==> src/design/dst_transition_date_core_defines.svh <==
// Assertion helpers shared by the transition date core
`ifndef DST_TRANSITION_DATE_CORE_DEFINES_SVH
`define DST_TRANSITION_DATE_CORE_DEFINES_SVH

// Same-cycle implication, sampled on aclk, off while in reset
`define DSTD_ASSERT_NOW(lbl, ante, cons, msg) \
    lbl: assert property (@(posedge aclk) disable iff (!aresetn) (ante) |-> (cons)) \
        else $error(msg);

// Next-cycle implication, sampled on aclk, off while in reset
`define DSTD_ASSERT_NEXT(lbl, ante, cons, msg) \
    lbl: assert property (@(posedge aclk) disable iff (!aresetn) (ante) |=> (cons)) \
        else $error(msg);

`endif

==> src/design/dstd_pkg.sv <==
`default_nettype none

package dstd_pkg;

    localparam int TDATA_W = 56;

    // Fixed-point reciprocal of 100: floor(x / 100) = (x * 5243) >> 19 for x < 43699
    localparam logic [12:0] RECIP_100   = 13'd5243;
    localparam int          RECIP_SHIFT = 19;

    localparam logic [3:0] OCC_LAST = 4'd5;
    localparam logic [2:0] WD_SPAN  = 3'd7;

    localparam logic [4:0] MONTH_LEN [12] = '{
        5'd31, 5'd28, 5'd31, 5'd30, 5'd31, 5'd30,
        5'd31, 5'd31, 5'd30, 5'd31, 5'd30, 5'd31
    };
    localparam logic [2:0] MONTH_SHIFT [12] = '{
        3'd0, 3'd3, 3'd2, 3'd5, 3'd0, 3'd3,
        3'd5, 3'd1, 3'd4, 3'd6, 3'd2, 3'd4
    };
    localparam logic [4:0] FEB_LEAP_LEN = 5'd29;
    localparam logic [3:0] MONTH_FEB    = 4'd2;
    localparam logic [3:0] MONTH_MAR    = 4'd3;
    localparam logic [3:0] MONTH_DEC    = 4'd12;

    // Input beat, last field (year) in the low bits
    typedef struct packed {
        logic [9:0]  rule_millis;
        logic [5:0]  rule_second;
        logic [5:0]  rule_minute;
        logic [4:0]  rule_hour;
        logic [2:0]  rule_weekday;
        logic [2:0]  rule_occurrence;
        logic [3:0]  rule_month;
        logic [14:0] year;
    } in_beat_t;

    // Result beat, last field (out_year) in the low bits
    typedef struct packed {
        logic [9:0]  out_millis;
        logic [5:0]  out_second;
        logic [5:0]  out_minute;
        logic [4:0]  out_hour;
        logic [2:0]  out_weekday;
        logic [4:0]  out_day;
        logic [3:0]  out_month;
        logic [14:0] out_year;
    } result_t;

    localparam int IN_PAD_W  = TDATA_W - $bits(in_beat_t);
    localparam int OUT_PAD_W = TDATA_W - $bits(result_t);

    // Normalized rule that rides along the pipe
    typedef struct packed {
        logic [14:0] year;
        logic [3:0]  month;
        logic        month_ok;
        logic        last;
        logic [1:0]  nth;
        logic [2:0]  wd;
        logic [4:0]  hour;
        logic [5:0]  minute;
        logic [5:0]  second;
        logic [9:0]  millis;
    } rule_t;

    typedef struct packed {
        rule_t       rule;
        logic [15:0] a;
        logic [8:0]  qa;
        logic [8:0]  qy;
    } s1_t;

    typedef struct packed {
        rule_t       rule;
        logic [4:0]  dim;
        logic [15:0] ref_sum;
    } s2_t;

    typedef struct packed {
        rule_t      rule;
        logic [4:0] dim;
        logic [2:0] off;
    } s3_t;

    // Month length, zero for months outside 1..12
    function automatic logic [4:0] month_days(input logic [3:0] month, input logic leap);
        logic [3:0] idx;
        logic [4:0] len;
        idx = month - 4'd1;
        len = 5'd0;
        if (month != 4'd0 && month <= MONTH_DEC) begin
            len = MONTH_LEN[idx];
            if (month == MONTH_FEB && leap) begin
                len = FEB_LEAP_LEN;
            end
        end
        return len;
    endfunction

    // Month offset for the weekday sum, zero for months outside 1..12
    function automatic logic [2:0] month_shift(input logic [3:0] month);
        logic [3:0] idx;
        logic [2:0] sh;
        idx = month - 4'd1;
        sh  = 3'd0;
        if (month != 4'd0 && month <= MONTH_DEC) begin
            sh = MONTH_SHIFT[idx];
        end
        return sh;
    endfunction

    // x mod 7 by folding octal digits (8 == 1 mod 7)
    function automatic logic [2:0] mod7_16(input logic [15:0] v);
        logic [5:0] f1;
        logic [3:0] f2;
        f1 = {3'b0, v[2:0]} + {3'b0, v[5:3]} + {3'b0, v[8:6]} + {3'b0, v[11:9]}
           + {3'b0, v[14:12]} + {5'b0, v[15]};
        f2 = {1'b0, f1[2:0]} + {1'b0, f1[5:3]};
        if (f2 >= 4'(WD_SPAN)) begin
            f2 = f2 - 4'(WD_SPAN);
        end
        return f2[2:0];
    endfunction

endpackage

`default_nettype wire

==> src/design/dst_transition_date_core.sv <==
// Channel  | Direction | Beat contents
// s_axis   | in        | year, month, occurrence, weekday, hour, minute, second, millis
// m_axis   | out       | year, month, day, weekday, hour, minute, second, millis
//
// One rule per cycle sustained while m_axis takes every beat.
// The path is four register stages: year shift and divide by 100, leap year and
// weekday sum, mod 7 reduction, day selection into the output register.
// aresetn (synchronous, active low) clears every valid bit; no data is cleared.
// A stall on m_axis is caught by a one-beat skid stage at the output; the stages
// behind it keep filling their bubbles and then hold.
`default_nettype none

module dst_transition_date_core (
    input  wire logic        aclk,
    input  wire logic        aresetn,
    input  wire logic        s_axis_tvalid,
    output logic             s_axis_tready,
    // year, rule_month, rule_occurrence, rule_weekday, rule_hour, rule_minute,
    // rule_second, rule_millis, zero pad
    input  wire logic [55:0] s_axis_tdata,
    output logic             m_axis_tvalid,
    input  wire logic        m_axis_tready,
    // out_year, out_month, out_day, out_weekday, out_hour, out_minute,
    // out_second, out_millis, zero pad
    output logic [55:0]      m_axis_tdata
);

    dstd_pkg::in_beat_t in_beat;
    dstd_pkg::s1_t      s1_data;
    dstd_pkg::s2_t      s2_data;
    dstd_pkg::s3_t      s3_data;
    dstd_pkg::result_t  result;
    logic               s1_valid;
    logic               s1_ready;
    logic               s2_valid;
    logic               s2_ready;
    logic               s3_valid;
    logic               s3_ready;

    assign in_beat = dstd_pkg::in_beat_t'(s_axis_tdata[$bits(dstd_pkg::in_beat_t)-1:0]);
    assign m_axis_tdata = {{dstd_pkg::OUT_PAD_W{1'b0}}, result};

    dstd_front u_front (
        .aclk      (aclk),
        .aresetn   (aresetn),
        .in_valid  (s_axis_tvalid),
        .in_ready  (s_axis_tready),
        .in_beat   (in_beat),
        .out_valid (s1_valid),
        .out_ready (s1_ready),
        .out_data  (s1_data)
    );

    dstd_calendar u_calendar (
        .aclk      (aclk),
        .aresetn   (aresetn),
        .in_valid  (s1_valid),
        .in_ready  (s1_ready),
        .in_data   (s1_data),
        .out_valid (s2_valid),
        .out_ready (s2_ready),
        .out_data  (s2_data)
    );

    dstd_weekday u_weekday (
        .aclk      (aclk),
        .aresetn   (aresetn),
        .in_valid  (s2_valid),
        .in_ready  (s2_ready),
        .in_data   (s2_data),
        .out_valid (s3_valid),
        .out_ready (s3_ready),
        .out_data  (s3_data)
    );

    dstd_select u_select (
        .aclk      (aclk),
        .aresetn   (aresetn),
        .in_valid  (s3_valid),
        .in_ready  (s3_ready),
        .in_data   (s3_data),
        .out_valid (m_axis_tvalid),
        .out_ready (m_axis_tready),
        .out_data  (result)
    );

endmodule

`default_nettype wire

==> src/design/dstd_front.sv <==
`default_nettype none

// Stage 1: normalize the rule, shift the year, divide by 100
module dstd_front (
    input  wire logic             aclk,
    input  wire logic             aresetn,
    input  wire logic             in_valid,
    output logic                  in_ready,
    input  wire dstd_pkg::in_beat_t in_beat,
    output logic                  out_valid,
    input  wire logic             out_ready,
    output dstd_pkg::s1_t         out_data
);

    logic          valid_reg;
    dstd_pkg::s1_t data_reg;
    dstd_pkg::s1_t data_next;
    logic [15:0]   a;
    logic [28:0]   prod_a;
    logic [27:0]   prod_y;

    assign in_ready  = !valid_reg || out_ready;
    assign out_valid = valid_reg;
    assign out_data  = data_reg;

    // Year offset by 400, Jan and Feb count with the year before
    assign a = 16'(in_beat.year) + 16'd400
             - ((in_beat.rule_month < dstd_pkg::MONTH_MAR) ? 16'd1 : 16'd0);

    // Divide by 100 through the reciprocal
    assign prod_a = 29'(a) * 29'(dstd_pkg::RECIP_100);
    assign prod_y = 28'(in_beat.year) * 28'(dstd_pkg::RECIP_100);

    always_comb begin
        data_next.rule.year     = in_beat.year;
        data_next.rule.month    = in_beat.rule_month;
        data_next.rule.month_ok = (in_beat.rule_month != 4'd0)
                               && (in_beat.rule_month <= dstd_pkg::MONTH_DEC);
        data_next.rule.last     = (4'(in_beat.rule_occurrence) >= dstd_pkg::OCC_LAST);
        // occurrence zero acts as first
        data_next.rule.nth      = (in_beat.rule_occurrence == 3'd0) ? 2'd0
                                : 2'(in_beat.rule_occurrence - 3'd1);
        // weekday seven acts as Sunday
        data_next.rule.wd       = (in_beat.rule_weekday == dstd_pkg::WD_SPAN) ? 3'd0
                                : in_beat.rule_weekday;
        data_next.rule.hour     = in_beat.rule_hour;
        data_next.rule.minute   = in_beat.rule_minute;
        data_next.rule.second   = in_beat.rule_second;
        data_next.rule.millis   = in_beat.rule_millis;
        data_next.a             = a;
        data_next.qa = prod_a[dstd_pkg::RECIP_SHIFT + 8 : dstd_pkg::RECIP_SHIFT];
        data_next.qy = prod_y[dstd_pkg::RECIP_SHIFT + 8 : dstd_pkg::RECIP_SHIFT];
    end

    always_ff @(posedge aclk) begin
        if (!aresetn) begin
            valid_reg <= 1'b0;
        end else if (in_ready) begin
            valid_reg <= in_valid;
        end
    end

    always_ff @(posedge aclk) begin
        if (in_valid && in_ready) begin
            data_reg <= data_next;
        end
    end

endmodule

`default_nettype wire

==> src/design/dstd_calendar.sv <==
`default_nettype none

// Stage 2: leap year, month length, weekday sum of the reference day
module dstd_calendar (
    input  wire logic          aclk,
    input  wire logic          aresetn,
    input  wire logic          in_valid,
    output logic               in_ready,
    input  wire dstd_pkg::s1_t in_data,
    output logic               out_valid,
    input  wire logic          out_ready,
    output dstd_pkg::s2_t      out_data
);

    logic          valid_reg;
    dstd_pkg::s2_t data_reg;
    dstd_pkg::s2_t data_next;
    logic [15:0]   hundreds;
    logic [15:0]   rem100;
    logic          leap;
    logic [4:0]    dim;
    logic [4:0]    ref_day;
    logic [16:0]   sum;

    assign in_ready  = !valid_reg || out_ready;
    assign out_valid = valid_reg;
    assign out_data  = data_reg;

    // year mod 100 from the quotient; 100 = 64 + 32 + 4
    assign hundreds = (16'(in_data.qy) << 6) + (16'(in_data.qy) << 5) + (16'(in_data.qy) << 2);
    assign rem100   = 16'(in_data.rule.year) - hundreds;

    // div by 4, and not by 100 unless by 400
    assign leap = (in_data.rule.year[1:0] == 2'b00)
               && ((rem100 != 16'd0) || (in_data.qy[1:0] == 2'b00));

    assign dim     = dstd_pkg::month_days(in_data.rule.month, leap);
    // weekday of the 1st, or of the last day for the last occurrence
    assign ref_day = in_data.rule.last ? dim : 5'd1;

    assign sum = 17'(in_data.a) + 17'(in_data.a[15:2]) - 17'(in_data.qa)
               + 17'(in_data.qa[8:2]) + 17'(dstd_pkg::month_shift(in_data.rule.month))
               + 17'(ref_day);

    always_comb begin
        data_next.rule    = in_data.rule;
        data_next.dim     = dim;
        data_next.ref_sum = sum[15:0];
    end

    always_ff @(posedge aclk) begin
        if (!aresetn) begin
            valid_reg <= 1'b0;
        end else if (in_ready) begin
            valid_reg <= in_valid;
        end
    end

    always_ff @(posedge aclk) begin
        if (in_valid && in_ready) begin
            data_reg <= data_next;
        end
    end

endmodule

`default_nettype wire

==> src/design/dstd_weekday.sv <==
`default_nettype none

// Stage 3: reduce the sum mod 7, distance to the wanted weekday
module dstd_weekday (
    input  wire logic          aclk,
    input  wire logic          aresetn,
    input  wire logic          in_valid,
    output logic               in_ready,
    input  wire dstd_pkg::s2_t in_data,
    output logic               out_valid,
    input  wire logic          out_ready,
    output dstd_pkg::s3_t      out_data
);

    logic          valid_reg;
    dstd_pkg::s3_t data_reg;
    dstd_pkg::s3_t data_next;
    logic [2:0]    ref_wd;
    logic [3:0]    wd_gap;
    logic [2:0]    off;

    assign in_ready  = !valid_reg || out_ready;
    assign out_valid = valid_reg;
    assign out_data  = data_reg;

    assign ref_wd = dstd_pkg::mod7_16(in_data.ref_sum);

    // forward from the 1st, backward from the last day
    always_comb begin
        if (in_data.rule.last) begin
            wd_gap = 4'(ref_wd) + 4'(dstd_pkg::WD_SPAN) - 4'(in_data.rule.wd);
        end else begin
            wd_gap = 4'(in_data.rule.wd) + 4'(dstd_pkg::WD_SPAN) - 4'(ref_wd);
        end
        off = (wd_gap >= 4'(dstd_pkg::WD_SPAN)) ? 3'(wd_gap - 4'(dstd_pkg::WD_SPAN))
                                                 : wd_gap[2:0];
    end

    always_comb begin
        data_next.rule = in_data.rule;
        data_next.dim  = in_data.dim;
        data_next.off  = off;
    end

    always_ff @(posedge aclk) begin
        if (!aresetn) begin
            valid_reg <= 1'b0;
        end else if (in_ready) begin
            valid_reg <= in_valid;
        end
    end

    always_ff @(posedge aclk) begin
        if (in_valid && in_ready) begin
            data_reg <= data_next;
        end
    end

endmodule

`default_nettype wire

==> src/design/dstd_select.sv <==
`default_nettype none

`include "dst_transition_date_core_defines.svh"

// Stage 4: pick the day, output register with skid stage
module dstd_select (
    input  wire logic          aclk,
    input  wire logic          aresetn,
    input  wire logic          in_valid,
    output logic               in_ready,
    input  wire dstd_pkg::s3_t in_data,
    output logic               out_valid,
    input  wire logic          out_ready,
    output dstd_pkg::result_t  out_data
);

    logic                out_valid_reg;
    logic                skid_valid_reg;
    dstd_pkg::result_t   out_data_reg;
    dstd_pkg::result_t   skid_data_reg;
    dstd_pkg::result_t   res_next;
    logic [5:0]          nth_day;
    logic [4:0]          day;

    assign in_ready  = !skid_valid_reg;
    assign out_valid = out_valid_reg;
    assign out_data  = out_data_reg;

    // nth: 1 + off + 7*(n-1), back one week past month end
    always_comb begin
        nth_day = 6'd1 + 6'(in_data.off) + ({2'b0, in_data.rule.nth, 2'b0} << 1)
                - 6'(in_data.rule.nth);
        if (in_data.rule.last) begin
            day = in_data.dim - 5'(in_data.off);
        end else if (nth_day > 6'(in_data.dim)) begin
            day = 5'(nth_day - 6'(dstd_pkg::WD_SPAN));
        end else begin
            day = nth_day[4:0];
        end
    end

    always_comb begin
        res_next.out_year    = in_data.rule.year;
        res_next.out_month   = in_data.rule.month;
        res_next.out_day     = in_data.rule.month_ok ? day : 5'd0;
        res_next.out_weekday = in_data.rule.month_ok ? in_data.rule.wd : 3'd0;
        res_next.out_hour    = in_data.rule.hour;
        res_next.out_minute  = in_data.rule.minute;
        res_next.out_second  = in_data.rule.second;
        res_next.out_millis  = in_data.rule.millis;
    end

    // Output and skid control
    always_ff @(posedge aclk) begin
        if (!aresetn) begin
            out_valid_reg  <= 1'b0;
            skid_valid_reg <= 1'b0;
        end else if (out_ready || !out_valid_reg) begin
            if (skid_valid_reg) begin
                out_valid_reg  <= 1'b1;
                skid_valid_reg <= 1'b0;
            end else begin
                out_valid_reg <= in_valid;
            end
        end else if (in_valid && in_ready) begin
            skid_valid_reg <= 1'b1;
        end
    end

    always_ff @(posedge aclk) begin
        if (out_ready || !out_valid_reg) begin
            out_data_reg <= skid_valid_reg ? skid_data_reg : res_next;
        end else if (in_valid && in_ready) begin
            skid_data_reg <= res_next;
        end
    end

    `DSTD_ASSERT_NOW(a_skid_behind_out, skid_valid_reg, out_valid_reg,
        "skid holds a beat while the output register is empty")
    `DSTD_ASSERT_NEXT(a_stall_fills_skid,
        in_valid && in_ready && out_valid_reg && !out_ready, skid_valid_reg,
        "beat taken during a stall did not land in the skid stage")
    `DSTD_ASSERT_NOW(a_no_transition,
        out_valid_reg && (out_data_reg.out_month == 4'd0 || out_data_reg.out_month > 4'd12),
        out_data_reg.out_day == 5'd0 && out_data_reg.out_weekday == 3'd0,
        "day or weekday set for a month without transition")
    `DSTD_ASSERT_NOW(a_day_in_month,
        out_valid_reg && out_data_reg.out_month != 4'd0 && out_data_reg.out_month <= 4'd12,
        out_data_reg.out_day >= 5'd1 && out_data_reg.out_weekday <= 3'd6,
        "transition day or weekday out of range")

endmodule

`default_nettype wire

==> config.mk <==
export PLATFORM = sky130hd
export DESIGN_NAME = dst_transition_date_core
export DESIGN_NICKNAME = d
export VERILOG_FILES = /design/src/design/dstd_pkg.sv /design/src/design/dst_transition_date_core.sv /design/src/design/dstd_front.sv /design/src/design/dstd_calendar.sv /design/src/design/dstd_weekday.sv /design/src/design/dstd_select.sv
export VERILOG_INCLUDE_DIRS = /design/src /design/src/design
export SDC_FILE = /design/constraint.sdc
export NUM_CORES = 1
export LEC_CHECK = 0
export ABC_AREA = 1
export ABC_CLOCK_PERIOD_IN_PS = 16890
export BUFFER_PORTS_ARGS = -buffer_cell sky130_fd_sc_hd__buf_2
export CORE_MARGIN = 2
export CORE_UTILIZATION = 45
export CTS_BUF_LIST = sky130_fd_sc_hd__clkbuf_4 sky130_fd_sc_hd__clkbuf_8
export DETAILED_ROUTE_END_ITERATION = 8
export PLACE_DENSITY = 0.58
export SKIP_CTS_REPAIR_TIMING = 1
export SLEW_MARGIN = 0
export SYNTH_ARGS = -nofsm -noshare
export SYNTH_HDL_FRONTEND = slang
export SYNTH_SLANG_ARGS = --single-unit
==> constraint.sdc <==
create_clock -name aclk -period 16.89 [get_ports aclk]
set_input_delay 0.8445 -clock aclk [delete_from_list [all_inputs] [get_ports aclk]]
set_output_delay 0.8445 -clock aclk [all_outputs]
set_load 0.03 [all_outputs]
==> run_results.csv, run 1 <==
group,metric,value,unit
route,wire_per_inst,14.8,um
grt,globalRouteTotalUtil,17.5,%
cells_and_area,final_cell_mix,"485 x inv_1, 363 x nand2_1, 326 x edfxtp_1",
clock_network,numCtsBuffers,48,
critical_path,cp_common_cell,"inv_1",
timing,slew_headroom,31.2,%
timing,rsz0062_at_grt,"no",
critical_path,crit_path_start_kind,"primary input",
grt,grt_start_max_net_pins,79,
logic_synthesis,netlist-cell-type-count,54,
critical_path,arrival,7.63,ns
logic_synthesis,synth_top_family_by_area,"adder cells",
logic_synthesis,synth_area_leaders,"edfxtp_1 41%, ha_1 17%, fa_1 16%",
route,initialDrtViolationCount,536,
critical_path,worstPathRequired,17.29,ns
die,fp.dieH,234,um
die,die_w,234,um
die,fp.dieArea,54600,um2
cells_and_area,final_common_cell,"inv_1",
logic_synthesis,netlist_area,23700,um2
logic_synthesis,ys.warnings.count,0,
clock_network,clk_latency,0.58,ns
cells_and_area,layout.nets,2894,
timing,tightest_slew,1.03,ns
route,drt-pass1-iter-count,4,
route,vias_per_cell,4.80,
place,numPortBuffers,111,
route,ant_nets,0,
hold_path,hold_path.class,"reg2reg",
critical_path,max_stage_delay,0.70,ns
clock_network,cts_tree,"done",
timing,tns,0,ns
clock_network,clk_path_buf_depth,3,
grt,first_global_vias,15400,
logic_synthesis,syn-instance-count,2168,
route,num_vias,14600,
logic_synthesis,synth_fa_ha_area_share,33.2,%
logic_synthesis,synthMuxAreaShare,0.0474,%
logic_synthesis,ys_seq_elements,331,
logic_synthesis,yosysTopAreaCell,"edfxtp_1",
cells_and_area,fillers,4800,
timing,fin_worst_skew,0.0198,ns
logic_synthesis,synth_area_per_cell,10.9,um2
run,drv_cap,0,
timing,maxSlewViolCount,0,
grt,antenna_found_initial,3,
place,dpl.hpwl,35900,um
critical_path,endpoint_kind,"flip-flop",
cells_and_area,largest_reg_flops,87,
cells_and_area,areaGrowthSynthToFinish,10.0,%
clock_network,cts_sinks,331,
timing,fin_crit_sh,42.8,%
grt,grt_first_pass_wirelength,76200,um
timing,max_freq,138,MHz
timing,hold_viol,0,
timing,fin_crit,7.23,ns
logic_synthesis,synth_seq_area_share,41.7,%
place,gp_congestion,0.859,
grt,grt_overflow_total,0,
clock_network,root_buffer,"clkbuf_8",
logic_synthesis,synth_top_area_share,41.2,%
critical_path,critPathMaxFanout,7,
die,io_pins,118,
logic_synthesis,synthXorXnorAreaFrac,2.50,%
route,drcViolationCount,0,
critical_path,worstSetupPathType,"in2reg",
die,rows,84,
cells_and_area,drive_gt1_share,10.0,%
clock_network,clk_pin_slew,0.07,ns
logic_synthesis,synth-simple-area-share,10.1,%
logic_synthesis,synth_compound_gate_area_share,4.42,%
clock_network,h-tree-depth,2,
outcome,status,"complete, no violations",
timing,setup-violations-final,0,
critical_path,slowest_stage,"xor2_1",
die,core_area,52300,um2
route,postRouteWirelength,45300,um
die,start_util,45.3,%
==> logic make-up after synthesis <==
family / after synthesis
mux: 1
xor+xnor: 64
compound gates: 177
buf+inv: 508
fa+ha+maj: 513
other cells: 1
simple gates: 573
flops: 331
==> metrics by stage <==
step                      hold slack (ns)  util, %  cells  instance area (um2)  worst slack [ns]
final                               0.414     49.9   3050                26100              9.66
after global routing                0.396     49.9   3049                26100              9.15
after CTS                           0.379     49.9   3048                26100              9.66
after detailed placement            0.405     48.1   2959                25200              9.04
after global placement              0.400     48.1   2959                25200              9.20
after floorplan                     0.400        -   2169                23700             10.15
==> final cells by class <==
cell class / count / area [um2] / share of cell area [%]
antenna: 2 / 5.00 / 0.0192
clock buffer: 65 / 813 / 3.11
clock inverter: 24 / 128 / 0.489
inverter: 492 / 1850 / 7.07
multi-input combinational: 1330 / 12000 / 45.8
sequential: 331 / 9890 / 37.9
tap: 688 / 861 / 3.30
timing repair buffer: 118 / 608 / 2.33
==> final timing paths <==
check | start | end | slack (ns) | depth (start not counted)
worst max register to register | u_calendar.out_data[0] | u_weekday.out_data[1] | 10.25 | 25
worst max-delay path | s_axis_tdata[15] | u_front.out_data[13] | 9.66 | 33
worst min register to register | u_calendar.out_data[26] | u_weekday.out_data[13] | 0.41 | 0
worst min-delay path | u_calendar.out_data[26] | u_weekday.out_data[13] | 0.41 | 0
==> layer usage <==
metal / wire length [um] / track usage, % / vias up
li1: - / - / 7329
met1: 21300 / 23.3 / 7065
met2: 21900 / 30.7 / 192
met3: 1510 / 1.98 / 48
met4: 601 / 3.64 / 4
met5: 24 / 0 / -
==> worst max-delay path: cells and delay by family <==
family | cells | cell delay, ns
adder cells (fa/ha/maj) | 9 | 3.57
AND/OR/NAND/NOR | 9 | 0.97
XOR/XNOR | 2 | 0.90
AO/OA/AOI/OAI | 4 | 0.67
buffers and inverters | 9 | 0.66
==> cell usage after synthesis, drive strengths merged <==
master / instances
inv: 492
nand2: 371
edfxtp: 326
ha: 319
fa: 194
nor2: 93
a21oi: 88
nand3: 52
xor2: 46
o21ai: 36
nor3: 22
xnor2: 18
nand4: 17
clkbuf: 12
a21boi: 11
o21a: 10
a211oi: 8
a31oi: 7
o21bai: 7
dfxtp: 5
o31ai: 5
buf: 4
nand3b: 4
nor4: 4
and2: 3
and3: 3
or2: 3
a21o: 1
a31o: 1
conb: 1
mux2: 1
nor3b: 1
o211ai: 1
o221ai: 1
o22ai: 1
Power of run 1 is not shown: default switching activity piles up to over one toggle a cycle in this logic, so the estimate is an artifact.
==> run 2: changes to the inputs <==
--- a/config.mk
+++ b/config.mk
@@ -7,7 +7,7 @@
 export NUM_CORES = 1
 export LEC_CHECK = 0
 export ABC_AREA = 1
-export ABC_CLOCK_PERIOD_IN_PS = 16890
+export ABC_CLOCK_PERIOD_IN_PS = 7340
 export BUFFER_PORTS_ARGS = -buffer_cell sky130_fd_sc_hd__buf_2
 export CORE_MARGIN = 2
 export CORE_UTILIZATION = 45
==> constraint.sdc (replaced) <==
create_clock -name aclk -period 7.34 [get_ports aclk]
set_input_delay 0.367 -clock aclk [delete_from_list [all_inputs] [get_ports aclk]]
set_output_delay 0.367 -clock aclk [all_outputs]
set_load 0.03 [all_outputs]
==> run_results.csv, run 2 (synthesized netlist as in run 1, its figures left out) <==
group,metric,value,unit
outcome,status,"complete, no violations",
grt,antenna_found_initial,2,
clock_network,h-tree-depth,2,
critical_path,slowest_stage,"fa_1",
critical_path,crit_family,"adder cells",
clock_network,clk_pin_slew,0.07,ns
critical_path,max_stage_delay,0.54,ns
die,fp.dieH,234,um
route,num_vias,14800,
cells_and_area,largest_reg_flops,87,
cells_and_area,drive_gt1_share,10.2,%
cells_and_area,final_cell_mix,"485 x inv_1, 363 x nand2_1, 326 x edfxtp_1",
cells_and_area,final_common_cell,"inv_1",
grt,globalRouteTotalUtil,17.3,%
route,drcViolationCount,0,
clock_network,cts_tree,"done",
timing,rsz0062_at_grt,"no",
critical_path,arrival,6.96,ns
critical_path,worstPathRequired,7.68,ns
critical_path,cp.buffers_inverters,6,
timing,tns,0,ns
timing,whs,0.0692,ns
timing,fin_worst_skew,0.0256,ns
critical_path,critPathMaxFanout,3,
clock_network,clk_latency,0.60,ns
timing,maxSlewViolCount,0,
place,gp_congestion,0.857,
timing,fin_crit,6.62,ns
die,core_area,52300,um2
route,ant_nets,0,
grt,grt_first_pass_wirelength,75100,um
clock_network,numCtsBuffers,48,
timing,tightest_slew,1.03,ns
grt,grt_overflow_total,0,
place,dpl.hpwl,36200,um
critical_path,crit_path_start_kind,"flip-flop",
die,start_util,45.3,%
run,drv_cap,0,
cells_and_area,fillers,4673,
grt,grt_start_max_net_pins,73,
timing,fin_crit_sh,90.2,%
clock_network,cts_sinks,331,
route,postRouteWirelength,45800,um
clock_network,root_buffer,"clkbuf_8",
die,io_pins,118,
cells_and_area,layout.nets,2933,
die,fp.dieArea,54600,um2
timing,max_freq,151,MHz
route,drt-pass1-iter-count,5,
timing,setup-violations-final,0,
hold_path,hold_path.class,"in2reg",
route,wire_per_inst,14.8,um
grt,first_global_vias,15100,
die,die_w,234,um
place,numPortBuffers,111,
critical_path,endpoint_kind,"flip-flop",
clock_network,clk_path_buf_depth,3,
timing,hold_viol,0,
die,rows,84,
timing,slew_headroom,31.4,%
cells_and_area,fin_util,50.7,%
critical_path,worstSetupPathType,"reg2reg",
cells_and_area,areaGrowthSynthToFinish,11.9,%
route,vias_per_cell,4.80,
route,initialDrtViolationCount,515,
-- run 2: worst paths after layout --
check,startpoint,end,slack (ns),cells past startpoint
setup / recovery,u_calendar.out_data[0],u_weekday.out_data[1],0.72,25
hold reg to reg,u_calendar.out_data[73],u_weekday.out_data[60],0.41,0
setup reg to reg,u_calendar.out_data[0],u_weekday.out_data[1],0.72,25
hold / removal,aresetn,u_calendar.out_valid,0.07,3
-- run 2: routing by layer --
layer  wire [um]  up-vias  global-route usage (%)
li1            -     7417                       -
met1       21300     7094                    23.5
met2       22000      245                    29.7
met3        1590       57                    1.78
met4         835        2                    4.09
met5          11        -                       0
-- run 2: layout make-up --
| cell class | instances | area [um2] | share of cell area [%] |
|---|---|---|---|
| diodes | 2 | 5.00 | 0.0188 |
| repair buffers | 157 | 978 | 3.68 |
| well taps | 688 | 861 | 3.24 |
| inverters | 492 | 1850 | 6.96 |
| multi-input cells | 1330 | 12000 | 45.0 |
| flip-flops and latches | 331 | 9890 | 37.2 |
| clock buffers | 66 | 815 | 3.07 |
| clock inverters | 23 | 199 | 0.749 |
-- run 2: through the flow --
step	setup WS (ns)	cells	area [um2]
after global routing	0.295	3088	26600
after global placement	0.294	2967	25200
after detailed placement	0.224	2967	25200
after CTS	0.677	3056	26200
after floorplan	1.08	2169	23700
final	0.723	3089	26600
-- run 2: worst register-to-register path: stages, from the launching register on --
cell and delay (ns):
edfxtp_1 0.38, ha_1 0.23, inv_1 0.07, fa_1 0.43
fa_1 0.50, inv_1 0.06, fa_1 0.45, ha_1 0.23
fa_1 0.41, xor2_1 0.16, ha_1 0.20, fa_1 0.47
ha_1 0.23, inv_1 0.05, nor2_1 0.05, nor2_1 0.17
inv_1 0.07, o21ai_0 0.47, inv_1 0.16, fa_1 0.54
nand2_1 0.06, nand2_1 0.09, ha_1 0.18, inv_1 0.05
o21ai_0 0.28, mux2_2 0.37
Power of run 2 is left out for the same reason.
